[src/sv/mcm_pkg.sv]
// ----------------------------------------------------------------------------
// mcm_pkg: shared types and constants for the matrix chain cost block
// Cost width, status codes, split-pipeline control and saturating add.
// ----------------------------------------------------------------------------
`default_nettype none

package mcm_pkg;

	localparam int unsigned COST_W   = 48;
	localparam int unsigned STATUS_W = 2;

	localparam logic [COST_W-1:0] COST_MAX = {COST_W{1'b1}};

	localparam logic [STATUS_W-1:0] STATUS_OK       = 2'd0;
	localparam logic [STATUS_W-1:0] STATUS_OVERFLOW = 2'd1;
	localparam logic [STATUS_W-1:0] STATUS_SHORT    = 2'd2;

	// control that travels with one split through the cost pipeline
	typedef struct packed {
		logic valid;
		logic first;   // first split of the interval
		logic last;    // last split of the interval
		logic zero_l;  // left sub-interval is a single matrix
		logic zero_r;  // right sub-interval is a single matrix
	} split_ctl_t;

	// add two costs, clamp at the top of the cost range
	function automatic logic [COST_W-1:0] sat_add(
		input logic [COST_W-1:0] a,
		input logic [COST_W-1:0] b
	);
		logic [COST_W:0] s;
		s = {1'b0, a} + {1'b0, b};
		return s[COST_W] ? COST_MAX : s[COST_W-1:0];
	endfunction

endpackage

`default_nettype wire

[src/sv/mcm_cost_pipe.sv]
// ----------------------------------------------------------------------------
// mcm_cost_pipe: per-split cost pipeline with running minimum
// Takes the two sub-interval costs and three dimensions of one split per
// cycle, forms left + right + d_lo*d_mid*d_hi and keeps the interval minimum.
// ----------------------------------------------------------------------------
`default_nettype none

module mcm_cost_pipe
	import mcm_pkg::*;
#(
	parameter int unsigned DIM_BITS = 12
) (
	input  wire logic                clk,
	input  wire logic                arst_n,
	input  wire split_ctl_t          ctl_s1,
	input  wire logic [COST_W-1:0]   left_s1,
	input  wire logic [COST_W-1:0]   right_s1,
	input  wire logic [DIM_BITS-1:0] dim_lo,
	input  wire logic [DIM_BITS-1:0] dim_mid_s1,
	input  wire logic [DIM_BITS-1:0] dim_hi,
	output logic                     fin_valid,
	output logic [COST_W-1:0]        fin_cost
);

	localparam int unsigned P1_W = 2 * DIM_BITS;
	localparam int unsigned P_W  = 3 * DIM_BITS;

	split_ctl_t          ctl_s2, ctl_s3, ctl_s4;
	logic [COST_W-1:0]   sum_s2, sum_s3, c_s4;
	logic [P1_W-1:0]     p1_s2;
	logic [P_W-1:0]      p_s3;
	logic [COST_W-1:0]   best_q;
	logic [COST_W-1:0]   best_nxt;
	logic [COST_W-1:0]   left_op, right_op;

	// single-matrix sub-intervals cost nothing
	assign left_op  = ctl_s1.zero_l ? '0 : left_s1;
	assign right_op = ctl_s1.zero_r ? '0 : right_s1;

	// advance control through the stages
	always_ff @(posedge clk or negedge arst_n) begin
		if (!arst_n) begin
			ctl_s2 <= '0;
			ctl_s3 <= '0;
			ctl_s4 <= '0;
		end else begin
			ctl_s2 <= ctl_s1;
			ctl_s3 <= ctl_s2;
			ctl_s4 <= ctl_s3;
		end
	end

	// sub-interval sum and first product, then full product, then total
	always_ff @(posedge clk) begin
		sum_s2 <= sat_add(left_op, right_op);
		p1_s2  <= P1_W'(dim_lo) * P1_W'(dim_mid_s1);
		sum_s3 <= sum_s2;
		p_s3   <= P_W'(p1_s2) * P_W'(dim_hi);
		c_s4   <= sat_add(sum_s3, COST_W'(p_s3));
	end

	// keep the smallest total of the interval
	assign best_nxt = (ctl_s4.first || (c_s4 < best_q)) ? c_s4 : best_q;

	always_ff @(posedge clk) begin
		if (ctl_s4.valid) begin
			best_q <= best_nxt;
		end
	end

	assign fin_valid = ctl_s4.valid && ctl_s4.last;
	assign fin_cost  = best_nxt;

endmodule

`default_nettype wire

[config.mk]
export PLATFORM = sky130hd
export DESIGN_NAME = mcm_cost_pipe
export DESIGN_NICKNAME = d
export VERILOG_FILES = /design/src/sv/mcm_pkg.sv /design/src/sv/mcm_cost_pipe.sv
export SDC_FILE = /design/constraint.sdc
export NUM_CORES = 2
export LEC_CHECK = 0
export ABC_AREA = 1
export BUFFER_PORTS_ARGS = -buffer_cell sky130_fd_sc_hd__buf_4
export CORE_ASPECT_RATIO = 1.75
export CORE_MARGIN = 4
export CORE_UTILIZATION = 55
export CTS_BUF_LIST = sky130_fd_sc_hd__clkbuf_2
export DETAILED_ROUTE_END_ITERATION = 16
export PLACE_DENSITY = 0.87
export SYNTH_ARGS = -nofsm -noshare
export SYNTH_HDL_FRONTEND = slang
export SYNTH_SLANG_ARGS = --single-unit
export TNS_END_PERCENT = 30
[constraint.sdc]
create_clock -name clk -period 4.9 [get_ports clk]
set_input_delay 0.735 -clock clk [delete_from_list [all_inputs] [get_ports clk]]
set_output_delay 0.735 -clock clk [all_outputs]
set_load 0.1 [all_outputs]
==> results.json <==
{
  "start_util": 0.556,
  "maxCapViolations": 0,
  "clock.fmax_mhz": 204,
  "syn_nets": 5070,
  "startpoint_type": "flop",
  "grt_pass1_wl_mm": 144,
  "grt_pass1_vias": 30171,
  "slew_violations": 0,
  "cpLargestDelayFamily": "adder cells",
  "post-route-period-util": 0.999,
  "drive_gt1_frac": 0.133,
  "core.rowCount": 113,
  "final.min_clock_period_ns": 4.89,
  "die_y_um": 318,
  "path_clk_slew_ns": 0.12,
  "hpwl_mm": 78.3,
  "htree_levels": 2,
  "area_growth_pct": 16.5,
  "syn_area_um2": 30200,
  "synthArstFlopShare": 0.0345,
  "synth_most_common_cell": "nand2_1",
  "seq_area_frac_synth": 0.191,
  "cp.buffers_inverters": 5,
  "clock_latency_ns": 1.04,
  "cp_slowest_cell": "fa_2",
  "finalInstanceArea_um2": 35100,
  "path_cells": "buf_4 > nand2_1 > inv_1 > fa_1 > fa_2 > fa_1 > fa_1 > inv_1 > fa_1 > inv_1 > ha_1 > a21oi_1 > buf_4 > o21ai_0 > a21oi_1 > o21ai_1 > nor2_1 > nand2_1 > nand2_1 > nand2_1",
  "finalSetupViolCount": 0,
  "synth_common_cells": "nand2_1, inv_1, fa_1, nor2_1, ha_1",
  "viasPerCell": 5.26,
  "yosysTopAreaCellShare": 0.214,
  "cp_max_fo": 4,
  "arrival_ns": 5.68,
  "cts_tree": "built",
  "ios": 188,
  "fp.dieArea_um2": 58800,
  "yosysUniqueCellTypes": 38,
  "placed_area_um2": 34000,
  "outcome": "finished clean",
  "root_buffer": "clkbuf_2",
  "crit_path_end_kind": "flop",
  "antenna_found_initial": 4,
  "drc": 0,
  "clock_sinks": 261,
  "synth_edf_count": 48,
  "r2r_slack_ns": 0.006,
  "ys_seq_elements": 261,
  "vias": 28813,
  "routabilityCongestion": 0.994,
  "avgSynthCellArea_um2": 6.95,
  "firstDrtPassIters": 6,
  "track_usage": 0.306,
  "yosys.area.top_type": "fa_1",
  "wire_per_inst_um": 16.9,
  "synth_area_leaders": "fa_1, nand2_1, dfxtp_1, inv_1, ha_1",
  "yosys_warnings": 0,
  "critPathKind": "reg -> reg",
  "worst_slew_pin_slew_ns": 0.718,
  "coreArea_um2": 54300,
  "numCtsBuffers": 58,
  "cp.required_ns": 5.69,
  "port_buffers": 187,
  "cp_slowest_stage_delay_ns": 0.59,
  "overflow": 0,
  "die_w_um": 185,
  "fin_tns_setup_ns": 0,
  "max_slew_margin": 0.521,
  "skew_ns": 0.173,
  "syn_inst": 4342,
  "rsz0062_at_grt": "yes",
  "hold_viol_final": 0,
  "synthFlopType": "dfxtp_1",
  "cts_buffer_depth": 3,
  "nets": 5462,
  "grt_max_degree": 50,
  "drtIter0Drc": 1673,
  "ant_nets": 0,
  "fill_cells": 4714,
  "hp-class": "in -> async",
  "drt-total-wl_mm": 92.6
}
## layer usage
metal  track usage  vias up  share of wire
met1         0.287    13522           0.32
li1              -    13768              -
met4         0.235        0          0.092
met2         0.584     1084           0.54
met5             0        -              0
met3        0.0340      439          0.045
## flip-flops by register name (all words and copies together), names as in the netlist
name,cells
p_s3,36
best_q,48
c_s4,48
sum_s2,48
sum_s3,48
ctl_s4,3
ctl_s2,3
p1_s2,24
ctl_s3,3
## repair_timing
| item | 4_1_cts | 5_1_grt |
|---|---|---|
| setup buffers | 0 | 8 |
| gates resized for setup | 19 | 108 |
| hold buffers | 4 | 0 |
| hold endpoints to repair | 12 | 0 |
| pin swaps | 3 | 38 |
| endpoints found under the setup margin | 23 | 20 |
## cell usage in the layout, fill, tap and decap left out, drive strengths merged
master	instances
a21boi	7
a21o	11
a21oi	176
a31oi	4
and2	2
buf	435
bufinv	3
clkbuf	70
clkinv	32
clkinvlp	3
dfrtp	9
dfxtp	204
diode	1
dlygate4sd3	4
edfxtp	48
fa	322
ha	267
inv	1082
nand2	1270
nand3	217
nand3b	4
nand4	41
nor2	321
nor3	38
nor4	2
o2111ai	1
o21a	8
o21ai	87
o21bai	28
o31ai	1
or2	3
xnor2	14
xor2	70
## area by class of cell
| cell class | count | area (um2) | share of cell area |
|---|---|---|---|
| inverter | 1080 | 4050 | 0.115 |
| tap | 690 | 863 | 0.0246 |
| clock inverter | 40 | 259 | 0.00737 |
| antenna | 1 | 2.50 | 0.0000712 |
| timing repair buffer | 439 | 3430 | 0.0977 |
| sequential | 261 | 5790 | 0.165 |
| multi-input combinational | 2894 | 20400 | 0.580 |
| clock buffer | 70 | 350 | 0.00997 |
## path summary, 6_finish.rpt
path,endpoint,from,depth (start not counted)
min in group clk,sum_s2[0]$_SDFF_PP1_,right_s1[0],6
max in group asynchronous,ctl_s4[4]$_DFF_PN0_,arst_n,2
hold / removal,ctl_s2[3]$_DFF_PN0_,arst_n,2
setup / recovery,p_s3[33]$_DFF_P_,p1_s2[10]$_DFF_P_,20
hold reg to reg,sum_s3[33]$_DFF_P_,sum_s2[33]$_SDFF_PP1_,0
setup reg to reg,p_s3[33]$_DFF_P_,p1_s2[10]$_DFF_P_,20
## kinds of logic (layout without fill, tap and decap cells)
family,after synthesis,in the layout,synth area share
AO/OA/AOI/OAI,323,323,0.0589
XOR/XNOR,84,84,0.0244
adder cells (fa/ha/maj),589,589,0.324
buffers and inverters,1187,1629,0.150
flip-flops,261,261,0.191
other,0,1,0
AND/OR/NAND/NOR,1898,1898,0.251
## metrics by stage
| step | hold WS, ns | std cells | setup WS, ns | utilization |
|---|---|---|---|---|
| global placement | 0.310 | 5352 | -0.591 | 0.626 |
| finish | 0.143 | 5475 | 0.00570 | 0.647 |
| floorplan | 0.310 | 4342 | -0.0276 | - |
| CTS | 0.0435 | 5466 | -0.0295 | 0.639 |
| detailed placement | 0.312 | 5352 | -0.620 | 0.626 |
| global route | 0.103 | 5475 | -0.279 | 0.647 |
Power is left out: the tool's default activity adds up to more than one toggle a clock period on the data nets, which glitch-free logic cannot reach.
